--- src/hdl/crs_pkg.sv ---
// Package with the shared types and constants of the chunked request splitter.
`timescale 1ns / 1ps
package crs_pkg;

  localparam int unsigned OffW = 64;
  localparam int unsigned IdxW = 63;
  localparam int unsigned LenW = 32;
  localparam int unsigned DivSteps = 63;
  localparam int unsigned DivCntW = 6;

  localparam logic [LenW-1:0] ChunkSizeReset = 32'd65536;
  localparam logic [1:0] AccReadOnly = 2'd0;
  localparam logic [1:0] AccWriteOnly = 2'd1;

  typedef enum logic [2:0] {
    ST_PIECE         = 3'd0,
    ST_BAD_HANDLE    = 3'd1,
    ST_NEG_OFFSET    = 3'd2,
    ST_NOT_PERMITTED = 3'd3,
    ST_ZERO_LENGTH   = 3'd4,
    ST_TOO_MANY      = 3'd5
  } status_e;

  typedef struct packed {
    logic                   command;
    logic                   handle_open;
    logic [1:0]             access_mode;
    logic [63:0]            file_id;
    logic signed [OffW-1:0] request_offset;
    logic [LenW-1:0]        request_length;
  } req_t;

  typedef struct packed {
    status_e         status;
    logic            piece_write;
    logic [63:0]     piece_file;
    logic [IdxW-1:0] chunk_index;
    logic [LenW-1:0] chunk_offset;
    logic [LenW-1:0] piece_length;
    logic            last;
  } res_t;

  typedef struct packed {
    logic load;
    logic div_step;
    logic check;
    logic emit_piece;
    logic emit_err;
  } cmd_t;

  typedef struct packed {
    logic req_bad;
    logic div_last;
    logic too_many;
    logic piece_last;
  } stat_t;

endpackage

--- src/hdl/crs_datapath.sv ---
// Datapath: request checks, iterative offset divider and piece generator.
`timescale 1ns / 1ps
module crs_datapath #(
  parameter int unsigned MAX_PIECES = 64
) (
  input  logic          clk_i,
  input  logic          rst_ni,
  input  logic          cfg_we_i,
  input  logic [31:0]   cfg_wdata_i,
  input  crs_pkg::req_t req_i,
  input  crs_pkg::cmd_t cmd_i,
  output crs_pkg::stat_t stat_o,
  output crs_pkg::res_t res_o
);
  import crs_pkg::*;

  localparam int unsigned LimW = LenW + $clog2(MAX_PIECES + 1);
  localparam logic [DivCntW-1:0] DivLast = DivCntW'(DivSteps - 1);

  logic [LenW-1:0]    cs_q;
  logic [LenW-1:0]    cs_eff;
  logic [LimW-1:0]    lim_q;
  status_e            code_d, code_q;
  logic               wr_q;
  logic [63:0]        file_q;
  logic [IdxW-1:0]    quo_q;
  logic [LenW-1:0]    rem_q;
  logic [LenW-1:0]    len_q;
  logic [DivCntW-1:0] cnt_q;
  logic [LenW:0]      trial;
  logic               trial_ge;
  logic [LenW-1:0]    room;
  logic               fits;
  logic [LenW-1:0]    plen;
  logic [LimW-1:0]    span;

  assign cs_eff = (cs_q == '0) ? LenW'(1) : cs_q;

  always_ff @(posedge clk_i or negedge rst_ni) begin
    if (!rst_ni) begin
      cs_q <= ChunkSizeReset;
    end else if (cfg_we_i) begin
      cs_q <= cfg_wdata_i;
    end
  end

  always_ff @(posedge clk_i) begin
    lim_q <= LimW'(cs_eff) * LimW'(MAX_PIECES);
  end

  always_comb begin
    if (!req_i.handle_open) begin
      code_d = ST_BAD_HANDLE;
    end else if (req_i.request_offset[OffW-1]) begin
      code_d = ST_NEG_OFFSET;
    end else if ((req_i.command && req_i.access_mode == AccReadOnly) ||
                 (!req_i.command && req_i.access_mode == AccWriteOnly)) begin
      code_d = ST_NOT_PERMITTED;
    end else if (req_i.request_length == '0) begin
      code_d = ST_ZERO_LENGTH;
    end else begin
      code_d = ST_PIECE;
    end
  end

  assign trial    = {rem_q, quo_q[IdxW-1]};
  assign trial_ge = trial >= {1'b0, cs_eff};
  assign room     = cs_eff - rem_q;
  assign fits     = len_q <= room;
  assign plen     = fits ? len_q : room;
  assign span     = LimW'(rem_q) + LimW'(len_q);

  always_ff @(posedge clk_i or negedge rst_ni) begin
    if (!rst_ni) begin
      cnt_q <= '0;
    end else if (cmd_i.load) begin
      cnt_q <= '0;
    end else if (cmd_i.div_step) begin
      cnt_q <= cnt_q + DivCntW'(1);
    end
  end

  always_ff @(posedge clk_i) begin
    if (cmd_i.load) begin
      code_q <= code_d;
      wr_q   <= req_i.command;
      file_q <= req_i.file_id;
      quo_q  <= req_i.request_offset[IdxW-1:0];
      rem_q  <= '0;
      len_q  <= req_i.request_length;
    end else if (cmd_i.div_step) begin
      rem_q <= trial_ge ? LenW'(trial - {1'b0, cs_eff}) : trial[LenW-1:0];
      quo_q <= {quo_q[IdxW-2:0], trial_ge};
    end else if (cmd_i.check) begin
      if (span > lim_q) begin
        code_q <= ST_TOO_MANY;
      end
    end else if (cmd_i.emit_piece) begin
      len_q <= len_q - plen;
      rem_q <= '0;
      quo_q <= quo_q + IdxW'(1);
    end
  end

  assign stat_o.req_bad    = (code_d != ST_PIECE);
  assign stat_o.div_last   = (cnt_q == DivLast);
  assign stat_o.too_many   = (span > lim_q);
  assign stat_o.piece_last = fits;

  always_comb begin
    res_o.piece_write = wr_q;
    res_o.piece_file  = file_q;
    if (cmd_i.emit_err) begin
      res_o.status       = code_q;
      res_o.chunk_index  = '0;
      res_o.chunk_offset = '0;
      res_o.piece_length = '0;
      res_o.last         = 1'b1;
    end else begin
      res_o.status       = ST_PIECE;
      res_o.chunk_index  = quo_q;
      res_o.chunk_offset = rem_q;
      res_o.piece_length = plen;
      res_o.last         = fits;
    end
  end

endmodule

--- src/hdl/crs_controller.sv ---
// Controller state machine that sequences load, divide, check and emit.
`timescale 1ns / 1ps
module crs_controller (
  input  logic           clk_i,
  input  logic           rst_ni,
  input  logic           start,
  output logic           busy,
  input  crs_pkg::stat_t stat_i,
  output crs_pkg::cmd_t  cmd_o,
  output logic           strobe_o
);
  import crs_pkg::*;

  typedef enum logic [4:0] {
    S_IDLE  = 5'b00001,
    S_DIV   = 5'b00010,
    S_CHECK = 5'b00100,
    S_EMIT  = 5'b01000,
    S_ERR   = 5'b10000
  } state_e;

  state_e state_d, state_q;

  always_ff @(posedge clk_i or negedge rst_ni) begin
    if (!rst_ni) begin
      state_q <= S_IDLE;
    end else begin
      state_q <= state_d;
    end
  end

  always_comb begin
    state_d = state_q;
    cmd_o   = '0;
    case (state_q)
      S_IDLE: begin
        if (start) begin
          cmd_o.load = 1'b1;
          state_d    = stat_i.req_bad ? S_ERR : S_DIV;
        end
      end
      S_DIV: begin
        cmd_o.div_step = 1'b1;
        if (stat_i.div_last) begin
          state_d = S_CHECK;
        end
      end
      S_CHECK: begin
        cmd_o.check = 1'b1;
        state_d     = stat_i.too_many ? S_ERR : S_EMIT;
      end
      S_EMIT: begin
        cmd_o.emit_piece = 1'b1;
        if (stat_i.piece_last) begin
          state_d = S_IDLE;
        end
      end
      S_ERR: begin
        cmd_o.emit_err = 1'b1;
        state_d        = S_IDLE;
      end
      default: begin
        state_d = S_IDLE;
      end
    endcase
  end

  assign busy     = (state_q != S_IDLE);
  assign strobe_o = (state_q == S_EMIT) || (state_q == S_ERR);

endmodule

--- src/hdl/chunked_request_splitter_unit.sv ---
// Top level of the chunked request splitter: controller plus datapath.
//
//   Channel   Ports                          Transaction when
//   request   start, busy, req_i             start high and busy low
//   result    strobe_o, res_o                strobe_o high (no stall)
//   config    cfg_we_i, cfg_wdata_i          cfg_we_i high
//
// A request takes a load step, the bit-serial offset divider, a check step and then
// yields one piece per cycle. A request rejected by the handle, offset, access or
// length checks goes from its load step straight to its error result. Reset
// clears the controller and sets the chunk size to 65536. Results are presented
// for one cycle each and are never held back.
`timescale 1ns / 1ps
module chunked_request_splitter_unit #(
  parameter int unsigned MAX_PIECES = 64
) (
  input  logic          clk_i,
  input  logic          rst_ni,
  input  logic          start,
  output logic          busy,
  input  crs_pkg::req_t req_i,
  output logic          strobe_o,
  output crs_pkg::res_t res_o,
  input  logic          cfg_we_i,
  input  logic [31:0]   cfg_wdata_i
);
  import crs_pkg::*;

  cmd_t  cmd;
  stat_t stat;

  crs_controller u_ctrl (
    .clk_i    (clk_i),
    .rst_ni   (rst_ni),
    .start    (start),
    .busy     (busy),
    .stat_i   (stat),
    .cmd_o    (cmd),
    .strobe_o (strobe_o)
  );

  crs_datapath #(
    .MAX_PIECES (MAX_PIECES)
  ) u_dp (
    .clk_i       (clk_i),
    .rst_ni      (rst_ni),
    .cfg_we_i    (cfg_we_i),
    .cfg_wdata_i (cfg_wdata_i),
    .req_i       (req_i),
    .cmd_i       (cmd),
    .stat_o      (stat),
    .res_o       (res_o)
  );

endmodule

--- config.mk ---
export PLATFORM = sky130hd
export DESIGN_NAME = chunked_request_splitter_unit
export DESIGN_NICKNAME = d
export VERILOG_FILES = /design/src/hdl/crs_pkg.sv /design/src/hdl/crs_datapath.sv /design/src/hdl/crs_controller.sv /design/src/hdl/chunked_request_splitter_unit.sv
export SDC_FILE = /design/constraint.sdc
export NUM_CORES = 1
export LEC_CHECK = 0
export BUFFER_PORTS_ARGS = -buffer_cell sky130_fd_sc_hd__buf_4
export CAP_MARGIN = 20
export CORE_ASPECT_RATIO = 1.5
export CORE_MARGIN = 3
export CORE_UTILIZATION = 43
export CTS_BUF_LIST = sky130_fd_sc_hd__clkbuf_8
export DETAILED_ROUTE_END_ITERATION = 7
export PLACE_DENSITY = 0.66
export SLEW_MARGIN = 20
export SYNTH_ARGS = -nofsm -noshare
export SYNTH_HDL_FRONTEND = slang
export SYNTH_SLANG_ARGS = --single-unit
--- constraint.sdc ---
create_clock -name clk_i -period 11.6 [get_ports clk_i]
set_clock_uncertainty 0.1 [all_clocks]
set_input_delay 0 -clock clk_i [delete_from_list [all_inputs] [get_ports clk_i]]
set_output_delay 0 -clock clk_i [all_outputs]
set_load 0.01 [all_outputs]
==> results by group <==
Finish
  • Final nets: 3,294
  • Synth-to-Final Area Change: 35.0%
  • Final-layout fill cell count: 4,059
  • Layout cell share with drive strength beyond 1: 17.8%

Route
  • Remaining design rule violation count: 0
  • DR pass1 iterations: 6
  • Total vias in the final route: 20.3k
  • Post-route ant nets: 0
  • Average wire per standard cell: 21.7 microns
  • Drt first-iter violations: 1,062
  • Routed WL: 76.4 mm
  • Vias per Instance: 5.77

Global routing
  • Met1 Resource Use GR: 30.0%
  • Busiest layer in global routing: met2
  • Pin count of the biggest net entering global routing: 108
  • Overall routing resource usage: 29.6%
  • Met2 capacity usage during global routing: 54.7%
  • First-pass GRT wire length: 116 mm
  • Grt total ovfl: 0
  • Via count of the first global-routing pass: 20.9k
  • Met3 Usage GRT: 5.11%
  • Initial antenna violation count: 1

Run
  • Max-cap violations: 0

Worst setup path
  • Critical path's slowest cell: a2111oi_0
  • Stage delay of the slowest cell on the critical path: 0.61 ns
  • Crit Reg-Reg Startpoint: u_dp.cs_q[29]$_DFFE_PN0P_
  • Launch point of the worst path: u_dp.cs_q[29]$_DFFE_PN0P_
  • Critical path start-end classification: flop to flop
  • Startpoint type of the worst setup path: flop
  • Worst path required time: 11.83 ns
  • Kind of end point of the critical path: flop
  • Critical path fanouts, max: 34
  • Endpoint arrival time on the critical path: 9.19 ns
  • Cell seen most often among critical-path stages: ha_1

CTS
  • Number of gates resized after CTS: 0
  • Clock sink count: 270
  • CTS root buffer: clkbuf_8
  • CTS Buffer Depth: 3
  • Clock latency on the worst-skew pair: 0.60 ns
  • Total clock buffers created by CTS: 45
  • Clock-pin slew on the worst setup and hold paths: 0.07 ns
  • TritonCTS clock tree: yes
  • Number of setup buffers added after CTS: 0
  • Maximum level of the CTS H-tree: 2

Synthesis
  • Area share of the largest cell type after synthesis: 24.2%
  • Cell area after synthesis: 20,200 sq um
  • Seq cells post-synth: 270
  • Synth Net Count: 2,689
  • Largest area contributor in the netlist: edfxtp_1
  • Number of enable flip-flop cells after synthesis: 163
  • Top cells by area, synth: edfxtp_1 (24%), ha_1 (12%), dfxtp_1 (6.3%), dfrtp_1 (5.1%), xnor2_1 (3.9%)
  • Sequential-to-total area share from yosys stat: 35.8%
  • YS warnings: 0
  • Top cells by count, synth: ha_1 (188), nor2_1 (184), edfxtp_1 (163), nand2_1 (157), inv_1 (156)
  • Number of standard cells after synthesis: 2,297
  • Mapped Avg Cell Area: 8.81 sq um
  • Share of flip-flops with an asynchronous set or reset: 15.9%
  • Synth Flop Type: edfxtp_1
  • Count of cell types in the netlist: 76
  • Most frequent cell after synthesis: ha_1

Floorplanning
  • Height of the chip: 272 microns
  • Overall die area: 49,800 sq um
  • Row count: 96
  • Core Box Area: 46,100 sq um
  • Effective utilization at floorplan: 43.9%
  • Width of the die: 183 microns
  • Number of ports placed on the die boundary: 398

STA
  • PnR worst setup slack: 2.64 ns
  • Total Negative Setup Slacks: 0 ns
  • Max-slew violation count: 0
  • Crit path time final: 8.96 ns
  • F_max: 112 MHz
  • Setup repair after global routing missed its margin: no
  • Fin. Hold Viols: 0
  • Slew at the pin closest to its max-slew limit: 1.02 ns
  • Total of endpoints with negative setup slack in the final report: 0
  • Portion of the clock cycle consumed by the worst path in the final layout: 77.2%
  • Slew headroom: 32.3%

Hold path
  • Class of the tightest hold or removal check: primary input to flop
  • Hold_sp: req_i[140]

Power and ir drop
  • Static Leak: 0.0120 uW
  • Final total power: 6750 uW
  • Max VDD drop: 156 uV
  • Pwr Density: 247 nW/um^2

Placed design
  • Detailed placer's ending HPWL: 58.0 mm
  • Pre-CTS worst setup slack: 2.95 ns
  • GPL Wtd Cong: 0.982
  • Number of port buffers: 397

Outcome
  • Result of the run: complete, no violations
## final cells by class
class | count | area [sq um] | share of cell area, %
inverters | 158 | 599 | 2.19
repair buffers | 671 | 5710 | 20.9
multi-input cells | 1756 | 12000 | 43.9
flip-flops and latches | 270 | 7250 | 26.5
diodes | 1 | 2.50 | 0.00916
well taps | 588 | 736 | 2.69
clock buffers | 56 | 771 | 2.82
clock inverters | 27 | 254 | 0.929
## logic make-up after synthesis
family | synth area share, %
AO/OA/AOI/OAI | 20.6
buffers and inverters | 5.06
multiplexers | 2.64
XOR/XNOR | 6.88
AND/OR/NAND/NOR | 17.0
flip-flops | 35.8
adder cells (fa/ha/maj) | 12.0
## through the flow
| stage | utilization (%) | instance area (sq um) | hold WS [ns] | instances |
|---|---|---|---|---|
| 3_3_place_gp | 51.3 | 23600 | -0.0626 | 3180 |
| 4_1_cts | 59.2 | 27300 | 0.00335 | 3526 |
| 2_1_floorplan | - | 20200 | -0.396 | 2297 |
| 6_report | 59.2 | 27300 | 0.0325 | 3527 |
| 5_1_grt | 59.2 | 27300 | 0.0207 | 3527 |
| 3_5_place_dp | 51.3 | 23600 | -0.0510 | 3180 |
## state kept, by name, indices dropped and copies added, names as in the netlist
name / cells
u_dp.file_q: 64
u_dp.quo_q: 63
u_dp.cs_q: 32
u_dp.len_q: 32
u_dp.lim_q: 32
u_dp.rem_q: 32
u_dp.cnt_q: 6
u_ctrl.state_q: 5
u_dp.code_q: 3
u_dp.wr_q: 1
## cell usage in the layout (no fill, tap or decap), drive strengths merged, types with 69 or more instances in the layout
cell         count
a21o            78
a21oi          153
and2            69
buf            409
dlygate4sd3    262
edfxtp         163
ha             188
inv            169
nand2          157
nand3           72
nor2           184
o21ai          176
xnor2           89
xor2            70
## power breakdown
part	internal (uW)	switching, uW	leakage [uW]
clock network	549	430	0.000557
registers	1470	348	0.00260
logic	1730	2220	0.00888
total	3750	3000	0.0120
## final timing paths
check	endpoint	slack (ns)	cells after the start
setup reg to reg	u_dp.len_q[28]$_DFFE_PP_	2.64	33
setup / recovery	u_dp.len_q[28]$_DFFE_PP_	2.64	33
max in group asynchronous	u_ctrl.state_q[3]$_DFFE_PN0P_	10.65	4
hold / removal	u_dp.file_q[44]$_DFFE_PP_	0.03	2
min in group asynchronous	u_dp.cs_q[16]$_DFFE_PN1P_	0.47	3
hold reg to reg	u_dp.lim_q[12]$_DFF_P_	0.33	0
## critical path: cells and delay by family, from the launching register on
family                   cells  cell delay, ns
flip-flops                   1            0.46
multiplexers                 2            0.67
AO/OA/AOI/OAI               12            2.85
XOR/XNOR                     2            0.19
adder cells (fa/ha/maj)      4            1.27
buffers and inverters        2            0.51
AND/OR/NAND/NOR             11            2.63
## layer usage
layer	vias up	part of all wire, %
met1	9570	35
met2	931	51
met4	0	7.9
met3	283	6.4
li1	9555	-
met5	-	0
## timing repair
action / 4_1_cts / 5_1_grt
endpoints found under the setup margin: 0 / 0
hold endpoints to repair: 242 / 0
hold buffers: 263 / 0
No activity file was read; power rests on OpenSTA's default activity.
